<file path="config.mk">
export PLATFORM = sky130hd
export DESIGN_NAME = soft_wrap_line_editor
export DESIGN_NICKNAME = d
export VERILOG_FILES = /design/src/sv/swle_pkg.sv /design/src/sv/swle_ctrl.sv /design/src/sv/swle_datapath.sv /design/src/sv/soft_wrap_line_editor.sv
export SDC_FILE = /design/constraint.sdc
export NUM_CORES = 2
export LEC_CHECK = 0
export BUFFER_PORTS_ARGS = -buffer_cell sky130_fd_sc_hd__buf_2
export CAP_MARGIN = 20
export CELL_PAD_IN_SITES_DETAIL_PLACEMENT = 0
export CELL_PAD_IN_SITES_GLOBAL_PLACEMENT = 1
export CORE_MARGIN = 2
export CORE_UTILIZATION = 54
export CTS_BUF_LIST = sky130_fd_sc_hd__clkbuf_4
export DETAILED_ROUTE_END_ITERATION = 8
export MAX_ROUTING_LAYER = met4
export PLACE_DENSITY_LB_ADDON = 0.1
export RECOVER_POWER = 100
export SYNTH_ARGS = -nofsm -noshare
export SYNTH_HDL_FRONTEND = slang
export SYNTH_HIERARCHICAL = 1
export SYNTH_SLANG_ARGS = --single-unit
</file>
<file path="constraint.sdc">
create_clock -name aclk -period 7.01 [get_ports aclk]
set_input_delay 0.3505 -clock aclk [delete_from_list [all_inputs] [get_ports aclk]]
set_output_delay 0.3505 -clock aclk [all_outputs]
set_load 0.02 [all_outputs]
</file>
<file path="src/sv/swle_pkg.sv">
// ----------------------------------------------------------------------------
// Soft wrap line editor package
// Shared types, constants and helper functions for the line editor.
// ----------------------------------------------------------------------------
package swle_pkg;

    // Buffer and view geometry.
    localparam int BUF_CHARS = 256;
    localparam int ROWS_MAX  = 8;
    localparam int MIN_WRAP  = 8;

    // Special byte values.
    localparam logic [7:0] NEWLINE_BYTE    = 8'h0A;
    localparam logic [7:0] DEL_BYTE        = 8'h7F;
    localparam logic [7:0] FIRST_PRINTABLE = 8'd32;
    localparam logic [7:0] MAX_LENGTH      = 8'd255;
    localparam logic [7:0] WRAP_RESET      = 8'd40;

    // Row or index marker that never matches a real row or index.
    localparam logic [8:0] NO_MATCH = 9'h1FF;

    // Editing actions carried in the input beat.
    typedef enum logic [2:0] {
        ACT_INSERT = 3'd0,
        ACT_BACKSP = 3'd1,
        ACT_DELETE = 3'd2,
        ACT_MOVE   = 3'd3,
        ACT_ROW    = 3'd4,
        ACT_SCROLL = 3'd5,
        ACT_CLEAR  = 3'd6,
        ACT_TAKE   = 3'd7
    } action_t;

    // Controller states.
    typedef enum logic [3:0] {
        S_IDLE,
        S_PRE_INIT,
        S_PRE_WALK,
        S_DECIDE,
        S_INS_INIT,
        S_INS_STEP,
        S_DEL_INIT,
        S_DEL_STEP,
        S_ROW_INIT,
        S_ROW_WALK,
        S_POST_INIT,
        S_POST_WALK,
        S_FINISH
    } state_t;

    // Purpose of a layout walk.
    typedef enum logic [1:0] {
        WM_CARET,
        WM_ROW
    } walk_mode_t;

    // Commands from the controller to the datapath.
    typedef struct packed {
        logic       accept;
        logic       walk_init;
        logic       walk_step;
        walk_mode_t walk_mode;
        logic       decide;
        logic       ins_init;
        logic       ins_step;
        logic       del_init;
        logic       del_step;
        logic       finish;
    } cmd_t;

    // Status from the datapath to the controller.
    typedef struct packed {
        logic walk_done;
        logic go_ins;
        logic go_del;
        logic go_row;
        logic shift_done;
        logic out_free;
    } stat_t;

    // Visible rows for a total visual row count.
    function automatic logic [3:0] vis_of(input logic [8:0] total);
        logic [3:0] res;
        if (total == 9'd0) begin
            res = 4'd1;
        end else if (total > 9'(ROWS_MAX)) begin
            res = 4'(ROWS_MAX);
        end else begin
            res = total[3:0];
        end
        return res;
    endfunction

endpackage

</file>
<file path="src/sv/swle_ctrl.sv">
// ----------------------------------------------------------------------------
// Soft wrap line editor controller
// Sequences the layout walks, byte shifts and result hand-off for one item.
// ----------------------------------------------------------------------------
module swle_ctrl import swle_pkg::*; (
    input  logic   aclk,
    input  logic   aresetn,
    input  logic   s_tvalid,
    output logic   s_tready,
    input  stat_t  stat,
    output cmd_t   cmd
);

    state_t state_reg, state_next;

    // State register.
    always_ff @(posedge aclk) begin
        if (!aresetn) begin
            state_reg <= S_IDLE;
        end else begin
            state_reg <= state_next;
        end
    end

    // Next state.
    always_comb begin
        state_next = state_reg;
        unique case (state_reg)
            S_IDLE:      if (s_tvalid) state_next = S_PRE_INIT;
            S_PRE_INIT:  state_next = S_PRE_WALK;
            S_PRE_WALK:  if (stat.walk_done) state_next = S_DECIDE;
            S_DECIDE: begin
                priority if (stat.go_ins) state_next = S_INS_INIT;
                else if (stat.go_del)     state_next = S_DEL_INIT;
                else if (stat.go_row)     state_next = S_ROW_INIT;
                else                      state_next = S_POST_INIT;
            end
            S_INS_INIT:  state_next = S_INS_STEP;
            S_INS_STEP:  if (stat.shift_done) state_next = S_POST_INIT;
            S_DEL_INIT:  state_next = S_DEL_STEP;
            S_DEL_STEP:  if (stat.shift_done) state_next = S_POST_INIT;
            S_ROW_INIT:  state_next = S_ROW_WALK;
            S_ROW_WALK:  if (stat.walk_done) state_next = S_POST_INIT;
            S_POST_INIT: state_next = S_POST_WALK;
            S_POST_WALK: if (stat.walk_done) state_next = S_FINISH;
            S_FINISH:    if (stat.out_free) state_next = S_IDLE;
            default:     state_next = S_IDLE;
        endcase
    end

    // Commands.
    always_comb begin
        cmd = '0;
        cmd.walk_mode = WM_CARET;
        s_tready = (state_reg == S_IDLE);
        unique case (state_reg)
            S_IDLE:      cmd.accept = s_tvalid;
            S_PRE_INIT:  cmd.walk_init = 1'b1;
            S_PRE_WALK:  cmd.walk_step = 1'b1;
            S_DECIDE:    cmd.decide = 1'b1;
            S_INS_INIT:  cmd.ins_init = 1'b1;
            S_INS_STEP:  cmd.ins_step = 1'b1;
            S_DEL_INIT:  cmd.del_init = 1'b1;
            S_DEL_STEP:  cmd.del_step = 1'b1;
            S_ROW_INIT: begin
                cmd.walk_init = 1'b1;
                cmd.walk_mode = WM_ROW;
            end
            S_ROW_WALK: begin
                cmd.walk_step = 1'b1;
                cmd.walk_mode = WM_ROW;
            end
            S_POST_INIT: cmd.walk_init = 1'b1;
            S_POST_WALK: cmd.walk_step = 1'b1;
            S_FINISH:    cmd.finish = stat.out_free;
            default:     cmd = '0;
        endcase
    end

endmodule

</file>
<file path="src/sv/swle_datapath.sv">
// ----------------------------------------------------------------------------
// Soft wrap line editor datapath
// Line buffer memory, editor registers, layout walker and result register.
// ----------------------------------------------------------------------------
module swle_datapath import swle_pkg::*; (
    input  logic         aclk,
    input  logic         aresetn,
    input  logic         cfg_we,
    input  logic [7:0]   cfg_wdata,
    input  logic [2:0]   in_action,
    input  logic [7:0]   in_char,
    input  logic [10:0]  in_delta,
    input  cmd_t         cmd,
    output stat_t        stat,
    input  logic         m_tready,
    output logic         m_tvalid,
    output logic [47:0]  m_tdata
);

    // Item and editor state.
    action_t            act_reg;
    logic [7:0]         ch_reg;
    logic signed [10:0] delta_reg;
    logic [7:0]         len_reg, caret_reg, scroll_reg, wrap_reg;
    logic               pend_reg, seen_reg, stat_reg, kcv_reg, nh_reg;
    logic [3:0]         pre_vis_reg;
    logic [7:0]         tgt_reg;

    // Line buffer.
    logic [7:0] mem [BUF_CHARS];
    logic [7:0] rdata_reg;
    logic [7:0] raddr, waddr, wdata;
    logic       we;

    // Walker.
    logic [7:0] idx_reg, row_reg, col_reg, wcol_reg, hit_reg;
    logic [8:0] want_reg, target_reg;
    logic       found_reg;
    logic [7:0] w_row_reg, w_col_reg;
    logic [8:0] w_total_reg;

    logic       m_valid_reg;
    logic [47:0] m_data_reg;

    logic [7:0] wrap_eff;
    assign wrap_eff = (wrap_reg < 8'(MIN_WRAP)) ? 8'(MIN_WRAP) : wrap_reg;

    // Walker step decode.
    logic       at_end, row_is_tgt, hit_now, step_found;
    logic [7:0] step_hit;
    assign at_end     = (idx_reg == len_reg);
    assign row_is_tgt = ({1'b0, row_reg} == target_reg);
    assign hit_now    = !found_reg && row_is_tgt && (col_reg == wcol_reg);

    always_comb begin
        step_found = found_reg;
        step_hit   = hit_reg;
        if (!found_reg) begin
            priority if (hit_now) begin
                step_found = 1'b1;
                step_hit   = idx_reg;
            end else if (at_end) begin
                step_found = 1'b1;
                step_hit   = len_reg;
            end else if (row_is_tgt &&
                         ((rdata_reg == NEWLINE_BYTE) || (col_reg >= wrap_eff))) begin
                step_found = 1'b1;
                step_hit   = idx_reg;
            end else begin
                step_found = 1'b0;
            end
        end
    end

    // Decision arithmetic from the layout before the edit.
    logic signed [11:0] dlt12, t_move, t_row, t_sc, imax12;
    logic [3:0]         vis_pre, vis_post;
    logic [8:0]         imax;
    logic               ins_bad, go_ins, go_del, go_row, row_bad;

    assign dlt12   = 12'(delta_reg);
    assign t_move  = $signed({4'b0000, caret_reg}) + dlt12;
    assign t_row   = $signed({4'b0000, w_row_reg}) + dlt12;
    assign t_sc    = $signed({4'b0000, scroll_reg}) + dlt12;
    assign vis_pre = vis_of(w_total_reg);
    assign vis_post = vis_pre;
    assign imax    = (w_total_reg > {5'd0, vis_pre}) ? (w_total_reg - {5'd0, vis_pre}) : 9'd0;
    assign imax12  = $signed({3'b000, imax});
    assign ins_bad = ((ch_reg != NEWLINE_BYTE) &&
                      ((ch_reg < FIRST_PRINTABLE) || (ch_reg == DEL_BYTE))) ||
                     (({1'b0, len_reg} + 9'd1) >= 9'(BUF_CHARS)) ||
                     (len_reg >= MAX_LENGTH);
    assign row_bad = (delta_reg == 11'sd0) || (t_row < 12'sd0) ||
                     (t_row >= $signed({3'b000, w_total_reg}));
    assign go_ins  = (act_reg == ACT_INSERT) && !ins_bad;
    assign go_del  = ((act_reg == ACT_BACKSP) && (caret_reg != 8'd0)) ||
                     ((act_reg == ACT_DELETE) && (caret_reg < len_reg));
    assign go_row  = (act_reg == ACT_ROW) && !row_bad;

    // Caret-visible scroll from the layout after the edit.
    logic [8:0] max_off, first, last_lo;
    logic [9:0] first_end;
    logic [7:0] scroll_fin;
    assign max_off   = w_total_reg - {5'd0, vis_post};
    assign first     = max_off - {1'b0, scroll_reg};
    assign first_end = {1'b0, first} + {6'd0, vis_post};
    assign last_lo   = {1'b0, w_row_reg} - {5'd0, vis_post} + 9'd1;

    always_comb begin
        scroll_fin = scroll_reg;
        if (kcv_reg) begin
            priority if (w_total_reg <= {5'd0, vis_post}) begin
                scroll_fin = 8'd0;
            end else if ({1'b0, scroll_reg} > max_off) begin
                scroll_fin = ({1'b0, w_row_reg} <= max_off) ?
                             8'(max_off - {1'b0, w_row_reg}) : max_off[7:0];
            end else if ({1'b0, w_row_reg} < first) begin
                scroll_fin = 8'(max_off - {1'b0, w_row_reg});
            end else if ({2'b00, w_row_reg} >= first_end) begin
                scroll_fin = 8'(max_off - last_lo);
            end else begin
                scroll_fin = scroll_reg;
            end
        end
    end

    // Memory address and write selection.
    always_comb begin
        we    = 1'b0;
        waddr = idx_reg;
        wdata = rdata_reg;
        raddr = idx_reg + 8'd1;
        priority if (cmd.walk_init) begin
            raddr = 8'd0;
        end else if (cmd.ins_init) begin
            raddr = len_reg - 8'd1;
        end else if (cmd.ins_step) begin
            raddr = idx_reg - 8'd2;
            we    = 1'b1;
            if (idx_reg == caret_reg) begin
                waddr = caret_reg;
                wdata = ch_reg;
            end
        end else if (cmd.del_init) begin
            raddr = caret_reg + 8'd1;
        end else if (cmd.del_step) begin
            raddr = idx_reg + 8'd2;
            we    = stat.shift_done ? 1'b0 : 1'b1;
        end else begin
            raddr = idx_reg + 8'd1;
        end
    end

    always_ff @(posedge aclk) begin
        if (we) begin
            mem[waddr] <= wdata;
        end
        rdata_reg <= mem[raddr];
    end

    // Status to the controller.
    always_comb begin
        stat.walk_done  = cmd.walk_step && at_end;
        stat.go_ins     = go_ins;
        stat.go_del     = go_del;
        stat.go_row     = go_row;
        stat.shift_done = cmd.ins_step ? (idx_reg == caret_reg) :
                          (({1'b0, idx_reg} + 9'd1) >= {1'b0, len_reg});
        stat.out_free   = !m_valid_reg || m_tready;
    end

    // Item capture, walker and shift counters (payload, no reset).
    always_ff @(posedge aclk) begin
        if (cmd.accept) begin
            act_reg   <= action_t'(in_action);
            ch_reg    <= in_char;
            delta_reg <= in_delta;
        end
        if (cmd.walk_init) begin
            idx_reg   <= 8'd0;
            row_reg   <= 8'd0;
            col_reg   <= 8'd0;
            found_reg <= 1'b0;
            w_row_reg <= 8'd0;
            w_col_reg <= 8'd0;
            wcol_reg  <= w_col_reg;
            if (cmd.walk_mode == WM_ROW) begin
                want_reg   <= NO_MATCH;
                target_reg <= {1'b0, tgt_reg};
            end else begin
                want_reg   <= {1'b0, caret_reg};
                target_reg <= NO_MATCH;
            end
        end else if (cmd.walk_step) begin
            found_reg <= step_found;
            hit_reg   <= step_hit;
            if ({1'b0, idx_reg} == want_reg) begin
                w_row_reg <= row_reg;
                w_col_reg <= col_reg;
            end
            if (at_end) begin
                w_total_reg <= {1'b0, row_reg} + 9'd1;
            end else begin
                idx_reg <= idx_reg + 8'd1;
                if (rdata_reg == NEWLINE_BYTE) begin
                    row_reg <= row_reg + 8'd1;
                    col_reg <= 8'd0;
                end else if (col_reg >= wrap_eff) begin
                    row_reg <= row_reg + 8'd1;
                    col_reg <= 8'd1;
                end else begin
                    col_reg <= col_reg + 8'd1;
                end
            end
        end else if (cmd.ins_init) begin
            idx_reg <= len_reg;
        end else if (cmd.ins_step) begin
            idx_reg <= idx_reg - 8'd1;
        end else if (cmd.del_init) begin
            idx_reg <= caret_reg;
        end else if (cmd.del_step) begin
            idx_reg <= idx_reg + 8'd1;
        end
        if (cmd.decide) begin
            pre_vis_reg <= vis_pre;
            tgt_reg     <= t_row[7:0];
        end
        if (cmd.finish) begin
            m_data_reg <= {2'b00, seen_reg, vis_post, scroll_fin, w_col_reg, w_row_reg,
                           caret_reg, len_reg, stat_reg};
        end
    end

    // Editor control registers.
    always_ff @(posedge aclk) begin
        if (!aresetn) begin
            len_reg     <= 8'd0;
            caret_reg   <= 8'd0;
            scroll_reg  <= 8'd0;
            pend_reg    <= 1'b0;
            seen_reg    <= 1'b0;
            stat_reg    <= 1'b0;
            kcv_reg     <= 1'b0;
            nh_reg      <= 1'b0;
            wrap_reg    <= WRAP_RESET;
            m_valid_reg <= 1'b0;
        end else begin
            if (cfg_we) begin
                wrap_reg <= cfg_wdata;
            end
            if (cmd.decide) begin
                seen_reg <= 1'b0;
                stat_reg <= 1'b0;
                kcv_reg  <= 1'b0;
                nh_reg   <= 1'b0;
                unique case (act_reg)
                    ACT_INSERT: begin
                        stat_reg <= ins_bad;
                        kcv_reg  <= !ins_bad;
                        nh_reg   <= !ins_bad;
                    end
                    ACT_BACKSP, ACT_DELETE: begin
                        stat_reg <= !go_del;
                        kcv_reg  <= go_del;
                        nh_reg   <= go_del;
                        if (go_del && (act_reg == ACT_BACKSP)) begin
                            caret_reg <= caret_reg - 8'd1;
                        end
                    end
                    ACT_MOVE: begin
                        kcv_reg <= 1'b1;
                        priority if (t_move < 12'sd0) begin
                            caret_reg <= 8'd0;
                            stat_reg  <= (caret_reg == 8'd0);
                        end else if (t_move > $signed({4'b0000, len_reg})) begin
                            caret_reg <= len_reg;
                            stat_reg  <= (caret_reg == len_reg);
                        end else begin
                            caret_reg <= t_move[7:0];
                            stat_reg  <= (t_move[7:0] == caret_reg);
                        end
                    end
                    ACT_ROW: begin
                        stat_reg <= row_bad;
                        kcv_reg  <= !row_bad;
                    end
                    ACT_SCROLL: begin
                        if (delta_reg == 11'sd0) begin
                            stat_reg <= 1'b1;
                        end else if (t_sc < 12'sd0) begin
                            scroll_reg <= 8'd0;
                            stat_reg   <= (scroll_reg == 8'd0);
                        end else if (t_sc > imax12) begin
                            scroll_reg <= imax[7:0];
                            stat_reg   <= (scroll_reg == imax[7:0]);
                        end else begin
                            scroll_reg <= t_sc[7:0];
                            stat_reg   <= (t_sc[7:0] == scroll_reg);
                        end
                    end
                    ACT_CLEAR: begin
                        len_reg    <= 8'd0;
                        caret_reg  <= 8'd0;
                        scroll_reg <= 8'd0;
                    end
                    ACT_TAKE: begin
                        seen_reg <= pend_reg;
                        pend_reg <= 1'b0;
                    end
                    default: stat_reg <= 1'b0;
                endcase
            end
            // Insert finishes by placing the byte and advancing the caret.
            if (cmd.ins_step && stat.shift_done) begin
                len_reg   <= len_reg + 8'd1;
                caret_reg <= caret_reg + 8'd1;
            end
            if (cmd.del_step && stat.shift_done) begin
                len_reg <= len_reg - 8'd1;
            end
            // A row walk lands the caret on the target cell.
            if (cmd.walk_step && at_end && (cmd.walk_mode == WM_ROW)) begin
                caret_reg <= step_hit;
            end
            if (cmd.finish) begin
                scroll_reg <= scroll_fin;
                if (nh_reg && (vis_post != pre_vis_reg)) begin
                    pend_reg <= 1'b1;
                end
                m_valid_reg <= 1'b1;
            end else if (m_tready) begin
                m_valid_reg <= 1'b0;
            end
        end
    end

    assign m_tvalid = m_valid_reg;
    assign m_tdata  = m_data_reg;

endmodule

</file>
<file path="src/sv/soft_wrap_line_editor.sv">
// Items are handled one at a time; s_tready rises together with m_tvalid, so the
// next item is accepted only once the previous result beat is presented, and a
// result stall also holds back the next item.
// Reset: synchronous active-low aresetn clears the line, caret, view offset and
// relayout flag and sets the wrap width to 40; buffer contents are not cleared.
// ----------------------------------------------------------------------------
// Soft wrap line editor
// Edits a byte line under a caret and tracks its soft-wrapped layout.
// ----------------------------------------------------------------------------
module soft_wrap_line_editor import swle_pkg::*; (
    input  logic         aclk,
    input  logic         aresetn,
    input  logic         cfg_we,
    input  logic [7:0]   cfg_wdata,      // wrap_columns
    input  logic         s_tvalid,
    output logic         s_tready,
    input  logic [23:0]  s_tdata,        // char_code[7:0], delta[18:8], zero fill
    input  logic [2:0]   s_tuser,        // action[2:0]
    output logic         m_tvalid,
    input  logic         m_tready,
    output logic [47:0]  m_tdata         // status, text_length, caret_index,
                                         // caret_row, caret_column, view_offset,
                                         // shown_rows[44:41], relayout_seen[45]
);

    cmd_t  cmd;
    stat_t stat;

    swle_ctrl u_ctrl (
        .aclk     (aclk),
        .aresetn  (aresetn),
        .s_tvalid (s_tvalid),
        .s_tready (s_tready),
        .stat     (stat),
        .cmd      (cmd)
    );

    swle_datapath u_dp (
        .aclk      (aclk),
        .aresetn   (aresetn),
        .cfg_we    (cfg_we),
        .cfg_wdata (cfg_wdata),
        .in_action (s_tuser),
        .in_char   (s_tdata[7:0]),
        .in_delta  (s_tdata[18:8]),
        .cmd       (cmd),
        .stat      (stat),
        .m_tready  (m_tready),
        .m_tvalid  (m_tvalid),
        .m_tdata   (m_tdata)
    );

endmodule

</file>
# Word level (Yosys, flattened, before mapping)
# Memories as Yosys holds them, arrays and structs flattened. A register that Yosys moved wholly into a read port is not among the register bits.
# Index checks and enable logic that the tools add are counted.
# totals
out_inout_bits	50
mem_count	1
input_bits	40
ram_bits	2048
wordCells	280
ff_bits	206
# classes
bitwise_logic	2
magnitude_cmp	20
eq_ne	42
muxes	104
addsub	23
n_reduce_logical	58
# mem_list
name	words	word_bits	rd	rd_ports_with_merged_regs	write_ports	line	text
u_dp.mem	256	8	1	1	1	swle_datapath.sv:30	logic [7:0] mem [BUF_CHARS];
# op_table
op	count
8-bit two-way mux	49
8-bit == test	7
8-bit by 1-bit adder with 8-bit output, second input constant	6
4-bit case mux with 12 select lines	1
4-bit two-way mux	10
9-bit by 11-bit adder with 12-bit output	3
12-bit by 1-bit < comparator with 1-bit output, second input constant	3
1-bit two-way mux	35
8-bit by 1-bit adder with 9-bit output, second input constant	3
9-bit two-way mux	3
8-bit case mux with 3 select lines	1
8-bit by 1-bit subtractor with 8-bit output, second input constant	3
4-bit == test, second input constant	5
8-bit by 9-bit == test with 1-bit output	2
4-bit by 3-bit == test with 1-bit output, second input constant	4
8-bit zero test	2
8-bit case mux with 2 select lines	1
8-bit subtractor	2
1-bit logical AND	14
3-bit == test, second input constant	4
12-bit by 10-bit >= comparator with 1-bit output	1
12-bit by 10-bit > comparator with 1-bit output	1
12-bit by 9-bit > comparator with 1-bit output	1
3-bit AND reduction	4
other kinds (52)	84

# Longest topological paths before layout
# logic_depth
word_depth	13
ltp_mapped	29
mapped_depth_nobuf	28

# Cells and area by module
# Netlist, hierarchy kept.
# modules_own_cells
mod	cells_each	seq_area_each_um2	instances	area_per_inst_um2
swle_datapath	8191	66934.2	1	98602.1
swle_ctrl	63	80.1	1	415.4

# Worst setup path after synthesis
# Ideal clock, no wire load.
# synth_timing
path_type	register -> register
start	register u_dp.w_total_reg[7]
end	register u_dp.m_data_reg[39], in the netlist u_dp/m_tdata[39] (data pin)
path_slack_ns	0.881
path_buffers	1
path_stages_with_launch	28
arrival_ns	5.859
required_time_ns	6.740
setup_ns	0.270
synth_period_minus_slack_ns	6.129
path_cell_list	edfxtp_1 -> nor3_1 -> and2_1 -> clkbuf_1 -> nand2_1 -> inv_1 -> ha_1 -> inv_1 -> fa_1 -> a21o_1 -> a211oi_1 -> xnor2_1 -> ha_1 -> inv_1 -> or4_1 -> o311a_1 -> or3_1 -> xnor2_1 -> ha_1 -> a2111oi_0 -> o21ai_0 -> o211a_1 -> and4_1 -> mux2_4 -> mux2i_1 -> a221o_1 -> nand2_1 -> o21ai_0
# synth_between
elab_chain_len	12
word_cells_on_any_way	22
cone_classes	7 x add/sub; 6 x order compare; 8 x mux; 1 x reduce/logical
# synth_lines
item	line	text
from (decl)	swle_datapath.sv:40	logic [8:0] w_total_reg;
from (signal assigned)	swle_datapath.sv:202	w_total_reg <= {1'b0, row_reg} + 9'd1;
9-bit by 4-bit > comparator with 1-bit output	swle_pkg.sv:86	end else if (total > 9'(ROWS_MAX)) begin
4-bit two-way mux	swle_pkg.sv:86	
4-bit two-way mux *	swle_pkg.sv:84	if (total == 9'd0) begin
named net u_dp.vis_post[0]	swle_datapath.sv:77	logic [3:0] vis_pre, vis_post;
9-bit by 4-bit subtractor with 9-bit output	swle_datapath.sv:104	assign max_off = w_total_reg - {5'd0, vis_post};
9-bit by 8-bit subtractor with 9-bit output	swle_datapath.sv:105	assign first = max_off - {1'b0, scroll_reg};
9-bit by 4-bit adder with 10-bit output	swle_datapath.sv:106	assign first_end = {1'b0, first} + {6'd0, vis_post};
8-bit by 10-bit >= comparator with 1-bit output	swle_datapath.sv:119	end else if ({2'b00, w_row_reg} >= first_end) begin
8-bit two-way mux	swle_datapath.sv:119	
8-bit two-way mux	swle_datapath.sv:117	end else if ({1'b0, w_row_reg} < first) begin
8-bit two-way mux	swle_datapath.sv:114	end else if ({1'b0, scroll_reg} > max_off) begin
8-bit two-way mux *	swle_datapath.sv:112	priority if (w_total_reg <= {5'd0, vis_post}) begin
8-bit two-way mux *	swle_datapath.sv:111	if (kcv_reg) begin
named net u_dp.scroll_fin[6]	swle_datapath.sv:103	logic [7:0] scroll_fin;
to (signal assigned)	swle_datapath.sv:229	m_data_reg <= {2'b00, seen_reg, vis_post, scroll_fin, w_col_reg, w_row_reg,
to (decl)	swle_datapath.sv:43	logic [47:0] m_data_reg;
# The timed path passes the listed nets; every way through them passes the cells marked *.
# A chain may end at the register's enable or synchronous reset.

==> qor.csv <==
metric,value,unit
status,"complete, but fails checks",
failing checks,"capacitance limit, slew limit",
Max clock buf depth,4,
core area,183000,sq um
DIE HEIGHT,432,um
largest net degree at the start of global routing,120,
CTS tree,done,
setup bufs post-CTS,0,
"leading cell types in the layout, fill and taps excluded","nand2_1, edfxtp_1, clkbuf_4, nand3_1, nor2_1",
minimum clock period,6.59,ns
Vias/cell,6.07,
"most used cell, CP",clkbuf_1,
Sw Ratio,39.3,%
sequential cell area,67000,sq um
Worst Reg-to-Reg Cells,9,
share of cells above drive strength 1,13.9,%
crit-path max cell delay,1.59,ns
final RePlAce weighted congestion,0.914,
max FFs per register,2048,
Placed Area,102000,sq um
Reg power frac,37.7,%
Max Fclk,152,MHz
CP max FO,107,
Worst Skew,0.0832,ns
Initial Utilization,54.2,%
die area,187000,sq um
Layout fillers,14900,
clock network fraction of total power,25.0,%
synthesized instance count,8254,
multi-input logic area,29000,sq um
width of the die,432,um
number of I/O port buffers,82,
cell area power density,410,nW/um^2
CTS buffer count,606,
Synth Cell Area,99000,sq um
final hold vios,0,
clk sink count,2262,
Non-Filler Instances,11500,
"most common cell after layout, fill and taps aside",nand2_1,
ys async rst share,0,%
clk_lat worst skew,1.39,ns
I/O Pins,90,
post-synthesis average cell area,12.0,sq um
DR pass1 iterations,6,
initial DRC count,7525,
Worst path slowest cell,clkbuf_1,
min-delay worst type,input pin to flip-flop,
total wire length,284000,um
Crit Path Class,flip-flop to flip-flop,
vias in the first global route,66600,
final instance area,110000,sq um
Combinational Power Share,37.3,%
vias,69600,
max-slew violations,216,
Final nets,8877,
P_leak,39.1,nW
Hold Path Depth,3,
"Seq/Total Area, Yosys",67.7,%
Slew headroom,-64.2,%
DP Cell Count,10400,
ANT nets after route,0,
max-cap viol count,6,
Slew @ Worst Pin,2.44,ns
WL/cell,24.8,um
RSZ-0062 raised after global routing,false,
Internal,27.4,mW
hpwl dp,169000,um
Syn-to-layout area delta,11.3,%
Switch Pwr,17.7,mW
global-route wire length before repair,420000,um
initial antenna violation count,6,
critical-path cell list,nand2b_1 -> o21a_1 -> nor2_1 -> buf_4 -> clkbuf_1 -> nor3_1 -> clkbuf_1 -> mux2_4 -> clkbuf_4,
setup violators final,0,
number of flops mapped to enable cells by yosys,2171,
"Period Utilization, post-route",94.0,%
GR Overflow Total,0,
ys flop type,edfxtp_1,
Root Driver,clkbuf_4,
Yosys reg bits,2262,
CP startpoint kind,flip-flop,
Peak VDD IR,0.378,mV
Synth warnings,6,
setup TNS,0,ns
Worst-path clk slew,0.07,ns
Crit path required time,8.04,ns
post-synthesis cell type count,110,
post-place setup slack,0.392,ns
H-tree levels,6,
Pwr Total,45.1,mW
Cell Rows,157,
Crit. End Element,flip-flop,
CP Data Arrival Time,7.62,ns
setup ws final,0.418,ns
# DRC,0,
gr usage total,30.9,%
synthesized netlist by cell type, drive strengths merged, types with 16 or more instances:
| cell type | number | area [sq um] |
|---|---|---|
| nand2 | 2177 | 8170 |
| edfxtp | 2171 | 65200 |
| nand3 | 642 | 3220 |
| nor2 | 418 | 1570 |
| buf | 322 | 1680 |
| a311oi | 297 | 2610 |
| clkbuf | 236 | 887 |
| and3 | 227 | 1420 |
| a31oi | 166 | 1050 |
| inv | 151 | 567 |
| ha | 137 | 1710 |
| a21oi | 111 | 574 |
| a211oi | 101 | 763 |
| o21ai | 101 | 509 |
| dfxtp | 91 | 1820 |
| nor3 | 87 | 450 |
| xnor2 | 77 | 674 |
| xor2 | 67 | 587 |
| o211ai | 57 | 438 |
| nand4 | 49 | 307 |
| mux2i | 46 | 460 |
| nand2b | 43 | 272 |
| nor4 | 40 | 297 |
| a21o | 37 | 278 |
| a22oi | 28 | 215 |
| o21a | 28 | 210 |
| nor2b | 27 | 169 |
| a31o | 24 | 210 |
| and2 | 21 | 131 |
| o22ai | 18 | 113 |
| a2111oi | 17 | 164 |
| or3 | 17 | 111 |
| o21bai | 16 | 120 |
stage by stage:
step / util (%) / hold WS (ns)
2_1_floorplan: - / 0.406
3_3_place_gp: 56.1 / 0.422
3_5_place_dp: 56.1 / 0.432
4_1_cts: 60.6 / 0.00413
5_1_grt: 60.3 / 0.0289
6_report: 60.3 / 0.154
cell type report:
| cell class | count | share of cell area (%) |
|---|---|---|
| multi-input combinational | 5283 | 26.3 |
| inverter | 152 | 0.518 |
| sequential | 2262 | 60.8 |
| antenna | 12 | 0.0273 |
| clock inverter | 102 | 0.501 |
| clock buffer | 902 | 6.15 |
| timing repair buffer | 382 | 2.94 |
| tap | 2385 | 2.71 |
worst paths after layout:
check / startpoint / to / slack [ns]
min: aresetn / u_dp/len_reg[5] / 0.15
max: u_ctrl/state_reg[0] / u_dp/mem[16][0] / 0.42
max reg2reg: u_ctrl/state_reg[0] / u_dp/mem[16][0] / 0.42
min reg2reg: u_dp/seen_reg / u_dp/m_tdata[45] / 0.44
cell families after synthesis:
kind of cell / after synthesis / share of synthesized area (%)
flops: 2262 / 67.7
buf+inv: 710 / 3.17
compound gates: 1124 / 8.52
simple gates: 3804 / 16.7
other cells: 2 / 0.00758
fa+ha+maj: 150 / 1.99
xor+xnor: 144 / 1.27
mux: 58 / 0.605
metal layers:
layer | share of wire, % | GRT usage [%]
met5 | 0 | -
met1 | 41 | 41.7
met3 | 8.5 | 5.38
met2 | 47 | 47.3
met4 | 3.3 | 11.3
worst max-delay path: cells and delay by family (launching register included):
kind / cells / cell delay (ns)
AO/OA/AOI/OAI: 1 / 0.23
buffers and inverters: 4 / 3.31
flip-flops: 1 / 0.62
multiplexers: 1 / 1.26
AND/OR/NAND/NOR: 3 / 0.67
power by group through the flow:
stage	clock (mW)	combinational [mW]	sequential [mW]
finish	11.3	16.9	17.0
global route	12.2	18.1	17.0
CTS	11.6	16.9	16.9
detailed placement	0	16.8	17.2
global placement	0	16.6	17.2
floorplan	0	10.3	17.3
what timing repair did:
| action | CTS | global route |
|---|---|---|
| hold buffers | 86 | 0 |
| hold endpoints to repair | 124 | 0 |
| gates resized for setup | 0 | 4 |
| endpoints found under the setup margin | 0 | 8 |
No activity file was read; power rests on OpenSTA's default activity.
